**config.mk**
```make
export PLATFORM = sky130hd
export DESIGN_NAME = ten_bit_to_byte_packer_unit
export DESIGN_NICKNAME = d
export VERILOG_FILES = /design/src/rtl/core/tbp_pkg.sv /design/src/rtl/core/tbp_front.sv /design/src/rtl/core/tbp_queue.sv /design/src/rtl/core/tbp_back.sv /design/src/rtl/core/ten_bit_to_byte_packer_unit.sv
export SDC_FILE = /design/constraint.sdc
export NUM_CORES = 1
export LEC_CHECK = 0
export BUFFER_PORTS_ARGS = -buffer_cell sky130_fd_sc_hd__buf_4
export CAP_MARGIN = 20
export CORE_MARGIN = 2
export CORE_UTILIZATION = 50
export CTS_BUF_LIST = sky130_fd_sc_hd__clkbuf_4 sky130_fd_sc_hd__clkbuf_8
export CTS_CLUSTER_SIZE = 40
export DETAILED_ROUTE_END_ITERATION = 6
export HOLD_SLACK_MARGIN = 0.1
export PLACE_DENSITY_LB_ADDON = 0.3
export SYNTH_ARGS = -nofsm -noshare
export SYNTH_HDL_FRONTEND = slang
export SYNTH_SLANG_ARGS = --single-unit
```
**constraint.sdc**
```tcl
create_clock -name clk -period 5.9 [get_ports clk]
set_clock_uncertainty 0.1 [all_clocks]
set_input_delay 0.885 -clock clk [delete_from_list [all_inputs] [get_ports clk]]
set_output_delay 0.885 -clock clk [all_outputs]
set_load 0.03 [all_outputs]
```
**src/rtl/core/tbp_pkg.sv**
```systemverilog
// Package for the ten-bit to byte packer.
// Holds widths, request kind codes, register indexes and payload structs.
// No dependencies.
package tbp_pkg;

  localparam int ADDR_WIDTH      = 12;
  localparam int VALUE_WIDTH     = 10;
  localparam int BYTE_WIDTH      = 8;
  localparam int KIND_WIDTH      = 2;
  localparam int CFG_INDEX_WIDTH = 1;
  localparam int QUEUE_DEPTH     = 2;
  localparam int QUEUE_PTR_WIDTH = $clog2(QUEUE_DEPTH);
  localparam int QUEUE_CNT_WIDTH = $clog2(QUEUE_DEPTH + 1);

  localparam logic [KIND_WIDTH-1:0] KIND_PACK     = 2'd0;
  localparam logic [KIND_WIDTH-1:0] KIND_FINALIZE = 2'd1;
  localparam logic [KIND_WIDTH-1:0] KIND_RESTART  = 2'd2;

  localparam logic [CFG_INDEX_WIDTH-1:0] REG_START = 1'd0;
  localparam logic [CFG_INDEX_WIDTH-1:0] REG_END   = 1'd1;

  typedef struct packed {
    logic [KIND_WIDTH-1:0]  kind;
    logic [VALUE_WIDTH-1:0] value;
  } in_item_t;

  typedef struct packed {
    logic [ADDR_WIDTH-1:0] write_address;
    logic [BYTE_WIDTH-1:0] write_byte;
    logic                  last;
  } out_item_t;

  // One or two byte writes produced by a single request.
  typedef struct packed {
    logic                  two;
    logic [ADDR_WIDTH-1:0] addr0;
    logic [BYTE_WIDTH-1:0] byte0;
    logic [ADDR_WIDTH-1:0] addr1;
    logic [BYTE_WIDTH-1:0] byte1;
  } cmd_t;

  typedef struct packed {
    logic full;
    logic empty;
  } q_stat_t;

endpackage

```
**src/rtl/core/tbp_front.sv**
```systemverilog
// Front end of the packer: config registers, packing state and request decode.
// Turns each accepted request that yields writes into a write command. Depends on tbp_pkg.
module tbp_front (
  input  logic                                clk,
  input  logic                                rst,
  input  logic                                cfg_we,
  input  logic [tbp_pkg::CFG_INDEX_WIDTH-1:0] cfg_index,
  input  logic [tbp_pkg::ADDR_WIDTH-1:0]      cfg_data,
  input  logic                                in_valid,
  output logic                                in_ready,
  input  tbp_pkg::in_item_t                   in_data,
  input  logic                                q_full,
  output logic                                cmd_push,
  output tbp_pkg::cmd_t                       cmd
);

  localparam int AW = tbp_pkg::ADDR_WIDTH;
  localparam int BW = tbp_pkg::BYTE_WIDTH;

  logic [AW-1:0]   start_address;
  logic [AW-1:0]   end_address;
  logic [BW-1:0]   pending_byte, pending_byte_next;
  logic [2:0]      pending_count, pending_count_next;
  logic [AW-1:0]   current_address, current_address_next;
  logic            unwritten, unwritten_next;

  logic            accept;
  logic            produce;
  logic [2:0]      shift;
  logic [2*BW-1:0] word;
  logic [AW-1:0]   addr_inc, addr_inc2;
  logic [3:0]      count_inc;
  logic            may_now, may_after;

  assign in_ready = !q_full;
  assign accept   = in_valid && in_ready;
  assign cmd_push = accept && produce;

  always_comb begin
    shift     = 3'd6 - pending_count;
    word      = {pending_byte, {BW{1'b0}}} | ((2*BW)'(in_data.value) << shift);
    addr_inc  = current_address + 1'b1;
    addr_inc2 = addr_inc + 1'b1;
    count_inc = {1'b0, pending_count} + 4'd2;
    may_now   = (pending_count == 3'd6 && current_address == end_address) ||
                (current_address < end_address);
    may_after = (count_inc == 4'd6 && addr_inc == end_address) ||
                (addr_inc < end_address);

    pending_byte_next    = pending_byte;
    pending_count_next   = pending_count;
    current_address_next = current_address;
    unwritten_next       = unwritten;
    produce              = 1'b0;
    cmd.two              = 1'b0;
    cmd.addr0            = current_address;
    cmd.byte0            = word[2*BW-1:BW];
    cmd.addr1            = addr_inc;
    cmd.byte1            = word[BW-1:0];

    unique case (in_data.kind)
      tbp_pkg::KIND_PACK: begin
        if (may_now) begin
          produce = 1'b1;
          if (count_inc[3] || !may_after) begin
            cmd.two              = 1'b1;
            current_address_next = addr_inc2;
            pending_byte_next    = '0;
            pending_count_next   = 3'd0;
            unwritten_next       = 1'b0;
          end else begin
            current_address_next = addr_inc;
            pending_byte_next    = word[BW-1:0];
            pending_count_next   = count_inc[2:0];
            unwritten_next       = 1'b1;
          end
        end
      end
      tbp_pkg::KIND_FINALIZE: begin
        if (unwritten && pending_count != 3'd0) begin
          produce        = 1'b1;
          cmd.byte0      = pending_byte;
          unwritten_next = 1'b0;
        end
      end
      tbp_pkg::KIND_RESTART: begin
        current_address_next = start_address;
        pending_byte_next    = '0;
        pending_count_next   = 3'd0;
        unwritten_next       = 1'b0;
      end
      default: begin
      end
    endcase
  end

  always_ff @(posedge clk) begin
    if (rst) begin
      start_address <= '0;
      end_address   <= '1;
    end else if (cfg_we) begin
      unique case (cfg_index)
        tbp_pkg::REG_START: start_address <= cfg_data;
        tbp_pkg::REG_END:   end_address   <= cfg_data;
        default: begin
        end
      endcase
    end
  end

  always_ff @(posedge clk) begin
    if (rst) begin
      pending_byte    <= '0;
      pending_count   <= 3'd0;
      current_address <= '0;
      unwritten       <= 1'b0;
    end else if (accept) begin
      pending_byte    <= pending_byte_next;
      pending_count   <= pending_count_next;
      current_address <= current_address_next;
      unwritten       <= unwritten_next;
    end
  end

endmodule

```
**src/rtl/core/tbp_queue.sv**
```systemverilog
// Short command queue between the packer front end and the write back end.
// Depends on tbp_pkg.
module tbp_queue (
  input  logic              clk,
  input  logic              rst,
  input  logic              push,
  input  tbp_pkg::cmd_t     push_data,
  input  logic              pop,
  output tbp_pkg::cmd_t     head,
  output tbp_pkg::q_stat_t  stat
);

  localparam int DEPTH = tbp_pkg::QUEUE_DEPTH;
  localparam int PW    = tbp_pkg::QUEUE_PTR_WIDTH;
  localparam int CW    = tbp_pkg::QUEUE_CNT_WIDTH;

  tbp_pkg::cmd_t entries [DEPTH];
  logic [PW-1:0] wr_ptr, rd_ptr;
  logic [CW-1:0] count;

  assign head       = entries[rd_ptr];
  assign stat.full  = (count == CW'(DEPTH));
  assign stat.empty = (count == '0);

  always_ff @(posedge clk) begin
    if (push) begin
      entries[wr_ptr] <= push_data;
    end
  end

  always_ff @(posedge clk) begin
    if (rst) begin
      wr_ptr <= '0;
      rd_ptr <= '0;
      count  <= '0;
    end else begin
      if (push) begin
        wr_ptr <= (wr_ptr == PW'(DEPTH - 1)) ? '0 : wr_ptr + 1'b1;
      end
      if (pop) begin
        rd_ptr <= (rd_ptr == PW'(DEPTH - 1)) ? '0 : rd_ptr + 1'b1;
      end
      if (push && !pop) begin
        count <= count + 1'b1;
      end else if (pop && !push) begin
        count <= count - 1'b1;
      end
    end
  end

endmodule

```
**src/rtl/core/tbp_back.sv**
```systemverilog
// Back end of the packer: splits queued commands into byte writes
// and holds them in the output register. Depends on tbp_pkg.
module tbp_back (
  input  logic               clk,
  input  logic               rst,
  input  tbp_pkg::cmd_t      head,
  input  tbp_pkg::q_stat_t   stat,
  output logic               pop,
  output logic               out_valid,
  input  logic               out_ready,
  output tbp_pkg::out_item_t out_data
);

  logic               out_free;
  logic               sec_valid;
  tbp_pkg::out_item_t sec_data;

  assign out_free = !out_valid || out_ready;
  assign pop      = out_free && !sec_valid && !stat.empty;

  always_ff @(posedge clk) begin
    if (rst) begin
      out_valid <= 1'b0;
      sec_valid <= 1'b0;
    end else if (out_free) begin
      if (sec_valid) begin
        out_valid <= 1'b1;
        sec_valid <= 1'b0;
      end else if (!stat.empty) begin
        out_valid <= 1'b1;
        sec_valid <= head.two;
      end else begin
        out_valid <= 1'b0;
      end
    end
  end

  always_ff @(posedge clk) begin
    if (out_free) begin
      if (sec_valid) begin
        out_data <= sec_data;
      end else if (!stat.empty) begin
        out_data.write_address <= head.addr0;
        out_data.write_byte    <= head.byte0;
        out_data.last          <= !head.two;
        sec_data.write_address <= head.addr1;
        sec_data.write_byte    <= head.byte1;
        sec_data.last          <= 1'b1;
      end
    end
  end

endmodule

```
**src/rtl/core/ten_bit_to_byte_packer_unit.sv**
```systemverilog
// Top level of the ten-bit to byte packer.
// Instantiates tbp_front, tbp_queue and tbp_back; depends on tbp_pkg.
//
// Packs 10-bit values MSB first into bytes of the region set by start_address
// and end_address and issues byte writes. A request is taken in any cycle in
// which the two-entry command queue has room, so requests may arrive back to
// back. A pack request yields one write, two when a byte group completes or
// the region fills, or none once the region has no room; finalize yields at
// most one; restart and kind 3 yield none. The single output register issues
// one write per cycle while out_ready allows, so two-write requests fill the
// queue and stall input. Writes pass the queue, then the output register.
module ten_bit_to_byte_packer_unit (
  input  logic                                clk,
  input  logic                                rst,
  input  logic                                cfg_we,
  input  logic [tbp_pkg::CFG_INDEX_WIDTH-1:0] cfg_index,
  input  logic [tbp_pkg::ADDR_WIDTH-1:0]      cfg_data,
  input  logic                                in_valid,
  output logic                                in_ready,
  input  tbp_pkg::in_item_t                   in_data,
  output logic                                out_valid,
  input  logic                                out_ready,
  output tbp_pkg::out_item_t                  out_data
);

  logic             push, pop;
  tbp_pkg::cmd_t    push_data, head;
  tbp_pkg::q_stat_t stat;

  tbp_front u_front (
    .clk       (clk),
    .rst       (rst),
    .cfg_we    (cfg_we),
    .cfg_index (cfg_index),
    .cfg_data  (cfg_data),
    .in_valid  (in_valid),
    .in_ready  (in_ready),
    .in_data   (in_data),
    .q_full    (stat.full),
    .cmd_push  (push),
    .cmd       (push_data)
  );

  tbp_queue u_queue (
    .clk       (clk),
    .rst       (rst),
    .push      (push),
    .push_data (push_data),
    .pop       (pop),
    .head      (head),
    .stat      (stat)
  );

  tbp_back u_back (
    .clk       (clk),
    .rst       (rst),
    .head      (head),
    .stat      (stat),
    .pop       (pop),
    .out_valid (out_valid),
    .out_ready (out_ready),
    .out_data  (out_data)
  );

  a_no_push_when_full: assert property (@(posedge clk) disable iff (rst)
    (stat.full && !pop) |-> !push)
    else $error("command pushed into full queue");

  a_no_pop_when_empty: assert property (@(posedge clk) disable iff (rst)
    pop |-> !stat.empty)
    else $error("command popped from empty queue");

  a_pair_follows: assert property (@(posedge clk) disable iff (rst)
    (out_valid && out_ready && !out_data.last) |=>
      (out_valid && out_data.last &&
       out_data.write_address == tbp_pkg::ADDR_WIDTH'($past(out_data.write_address) + 1'b1)))
    else $error("second write of a pair missing or misaddressed");

endmodule
```
==> impl_metrics.ini <==
[sta]
setup_viol = 0
slew_headroom_pct = 31.08
timing.fmax_mhz = 233.2
hold_viol_final = 0
fin_tns_setup_ps = 0
period_share_pct = 72.68
drv_slew = 0
worst_slew_pin_slew_ps = 1033
finalCriticalPeriod_ps = 4288
rsz0062_at_grt = no

[global_route]
grtUsageTotal_pct = 19.61
grt_pass1_wl_um = 27010
grt_max_degree = 42
grt_pass1_vias = 5243
met2_usage_pct = 30.58
grt-ovfl-total = 0
grt_util_met1_pct = 27.99
grt_use_met3_pct = 3.230
busiest_layer = met2
antenna_found_initial = 0

[logic_synthesis]
synth_most_common_cell = edfxtp_1
yosysTopAreaCell = edfxtp_1
synth_area_leaders = edfxtp_1 45%, dfxtp_1 13%, ha_1 5.3%, nand2_1 4.2%, mux2i_1 4.0%
synth_edf_count = 123
yosysSeqAreaShare_pct = 58.00
synth_ff_type = edfxtp_1
synth_cells = 695
synth_commonest_cells = 123 x edfxtp_1, 92 x nand2_1, 54 x dfxtp_1
async_reset_ff_share_pct = 0
synth-seq-cells = 177
synth_fp_nets = 760
synth_cell_types = 66
yosys_warnings = 0
synth_top_area_share_pct = 44.87
avgSynthCellArea_um2 = 11.84
synth_area_um2 = 8232

[setup_path]
reg2reg_to = u_front.pending_byte[1]
cp_slowest_stage_delay_ps = 620
crit_slowest_cell = nor2_1
critPathMaxFanout = 11
ff2ff_setup_slack_ps = 1610
startpoint = u_front.current_address[0]
cp-end-kind = register
cp_num_buf_inv = 0
endpoint = u_front.pending_byte[1]
cp.depth = 12
reg2reg_from = u_front.current_address[0]
r2r_cells = 12
required_ps = 6190
cp_top_family = simple AND/OR/NAND/NOR gates
crit_type = register to register
crit_arrival_ps = 4580
start_kind = register
path_cells = ha_1, and3_1, and3_1, nand3_1, xnor2_1, ha_1, a21o_1, a211oi_4, a31oi_1, nor2_1, nand3_1, a21oi_2

[placed_design]
gp_congestion = 0.9274
dp_hpwl_um = 11430
place_area_um2 = 8775
portBuffers = 52
dp_cells = 931

[floorplan]
ios = 53
fp-row-count = 46
core_um2 = 16000
die_h_um = 132.3
initial_core_util_pct = 51.45
dieWidth_um = 132.3
die_area_um2 = 17510

[layout]
final_core_util_pct = 57.14
antenna_cells = 0
nNetsFinal = 800
fillerInstances = 1350
layout-drive-gt1-share_pct = 19.30
fin_area_um2 = 9143
finalNonFillerCells = 962
syn_to_final_growth_pct = 11.07

[clocking]
clk_pin_slew_ps = 90
cts_made_buffers = 17
post_cts_resized = 0
cts_tree = yes
cts_sinks = 177
post-cts-setup-buffer-count = 0
htreeDepth = 4
hold_buffers = 0
clockBufferDepth = 2
cts-root-buf = clkbuf_8
clkLatencyLatePin_ps = 460

[drt]
drcViolationCount = 0
drt_iter0_markers = 452
firstDrtPassIters = 5
vias = 5360
wl_per_cell_um = 17.04
routed_wl_um = 16390
postRouteAntennaNets = 0
vias_per_cell = 5.572

[hold_path]
hold_path_class = register to register

[pwr]
p_per_area_nw_per_um2 = 351.8
power_leakage_nw = 3.455
ir_drop_uv = 179.8

[outcome]
outcome = completed

[job]
maxCapViolCount = 0
-- sequential cells by signal, indices dropped and copies added, names as in the netlist, named ones only --
name	flops
u_queue.wr_ptr	1
u_back.sec_data	20
u_back.out_data	21
u_front.end_address	12
u_back.sec_valid	1
u_queue.count	2
u_front.pending_byte	8
u_queue.entries	82
u_front.unwritten	1
u_front.start_address	12
u_front.current_address	12
u_back.out_valid	1
u_queue.rd_ptr	1
u_front.pending_count	2
-- layout make-up --
| type | instances | area [µm²] | share of cell area (%) |
|---|---|---|---|
| multi-input combinational | 459 | 3202 | 35.02 |
| clock inverter | 13 | 113.9 | 1.245 |
| timing repair buffer | 57 | 460.4 | 5.036 |
| inverter | 23 | 86.33 | 0.9443 |
| sequential | 177 | 4776 | 52.24 |
| clock buffer | 17 | 234.0 | 2.559 |
| tap | 216 | 270.3 | 2.956 |
-- worst reg2reg max path, cell delays in order (launching register included) --
cell and delay (ps):
dfxtp_1 530, ha_1 420, and3_1 280, and3_1 220, nand3_1 100, xnor2_1 410, ha_1 340, a21o_1 190
a211oi_4 360, a31oi_1 260, nor2_1 630, nand3_1 210, a21oi_2 160
-- cells in the final DEF (no fill, tap or decap), types with 4 or more instances in the layout --
cell	n
nand4_1	6
nor2_1	25
mux2_2	21
a21oi_1	35
nand2_1	92
a31oi_1	7
o21ai_0	32
a21o_1	9
nand2b_1	5
nand2_2	5
xnor2_1	10
edfxtp_1	123
xor2_1	10
a21oi_2	5
and3_1	12
clkbuf_8	17
clkinv_2	5
nor2b_1	5
mux2i_1	33
buf_4	55
inv_1	21
a31o_2	4
ha_1	35
nand3_1	46
dfxtp_1	53
-- worst min path at each step --
stage / from / to / slack [ps] / depth (start not counted)
2_1_floorplan: u_front.pending_byte[4] / u_front.pending_byte[4] / 330 / 2
3_3_place_gp: u_front.pending_byte[3] / u_front.pending_byte[3] / 350 / 2
3_5_place_dp: u_front.pending_byte[1] / u_front.pending_byte[1] / 350 / 2
4_1_cts: u_front.pending_byte[1] / u_front.pending_byte[1] / 360 / 2
5_1_grt: u_front.pending_byte[3] / u_front.pending_byte[3] / 380 / 2
6_report: u_front.pending_byte[1] / u_front.pending_byte[1] / 360 / 2
-- where the power goes --
group          internal (W)  switching (W)
clock network      0.000329       0.000423
logic              0.000286       0.000496
registers           0.00159      0.0000945
total               0.00220        0.00101
-- layer usage --
layer	wire [µm]	vias up
met5	0	-
met2	7487	141
li1	-	2605
met4	237	0
met1	7818	2597
met3	847	17
-- stage by stage --
| stage | worst slack [ps] | hold WS [ps] | power (W) |
|---|---|---|---|
| finish | 1612 | 360.6 | 0.003217 |
| global route | 1384 | 382.4 | 0.003378 |
| CTS | 1660 | 361.5 | 0.003239 |
| global placement | 1912 | 346.0 | 0.002468 |
| detailed placement | 1709 | 345.4 | 0.002493 |
| floorplan | 1567 | 328.5 | 0.002228 |
-- logic make-up (layout without fill, tap and decap cells) --
group | count (synthesis) | after routing | share of synthesized area, %
mux | 54 | 54 | 6.886
flops | 177 | 177 | 58.00
compound gates | 126 | 126 | 10.90
xor+xnor | 20 | 20 | 2.128
simple gates | 224 | 224 | 13.48
buf+inv | 59 | 110 | 3.283
fa+ha+maj | 35 | 35 | 5.320
(Power assumes the default switching activity.)
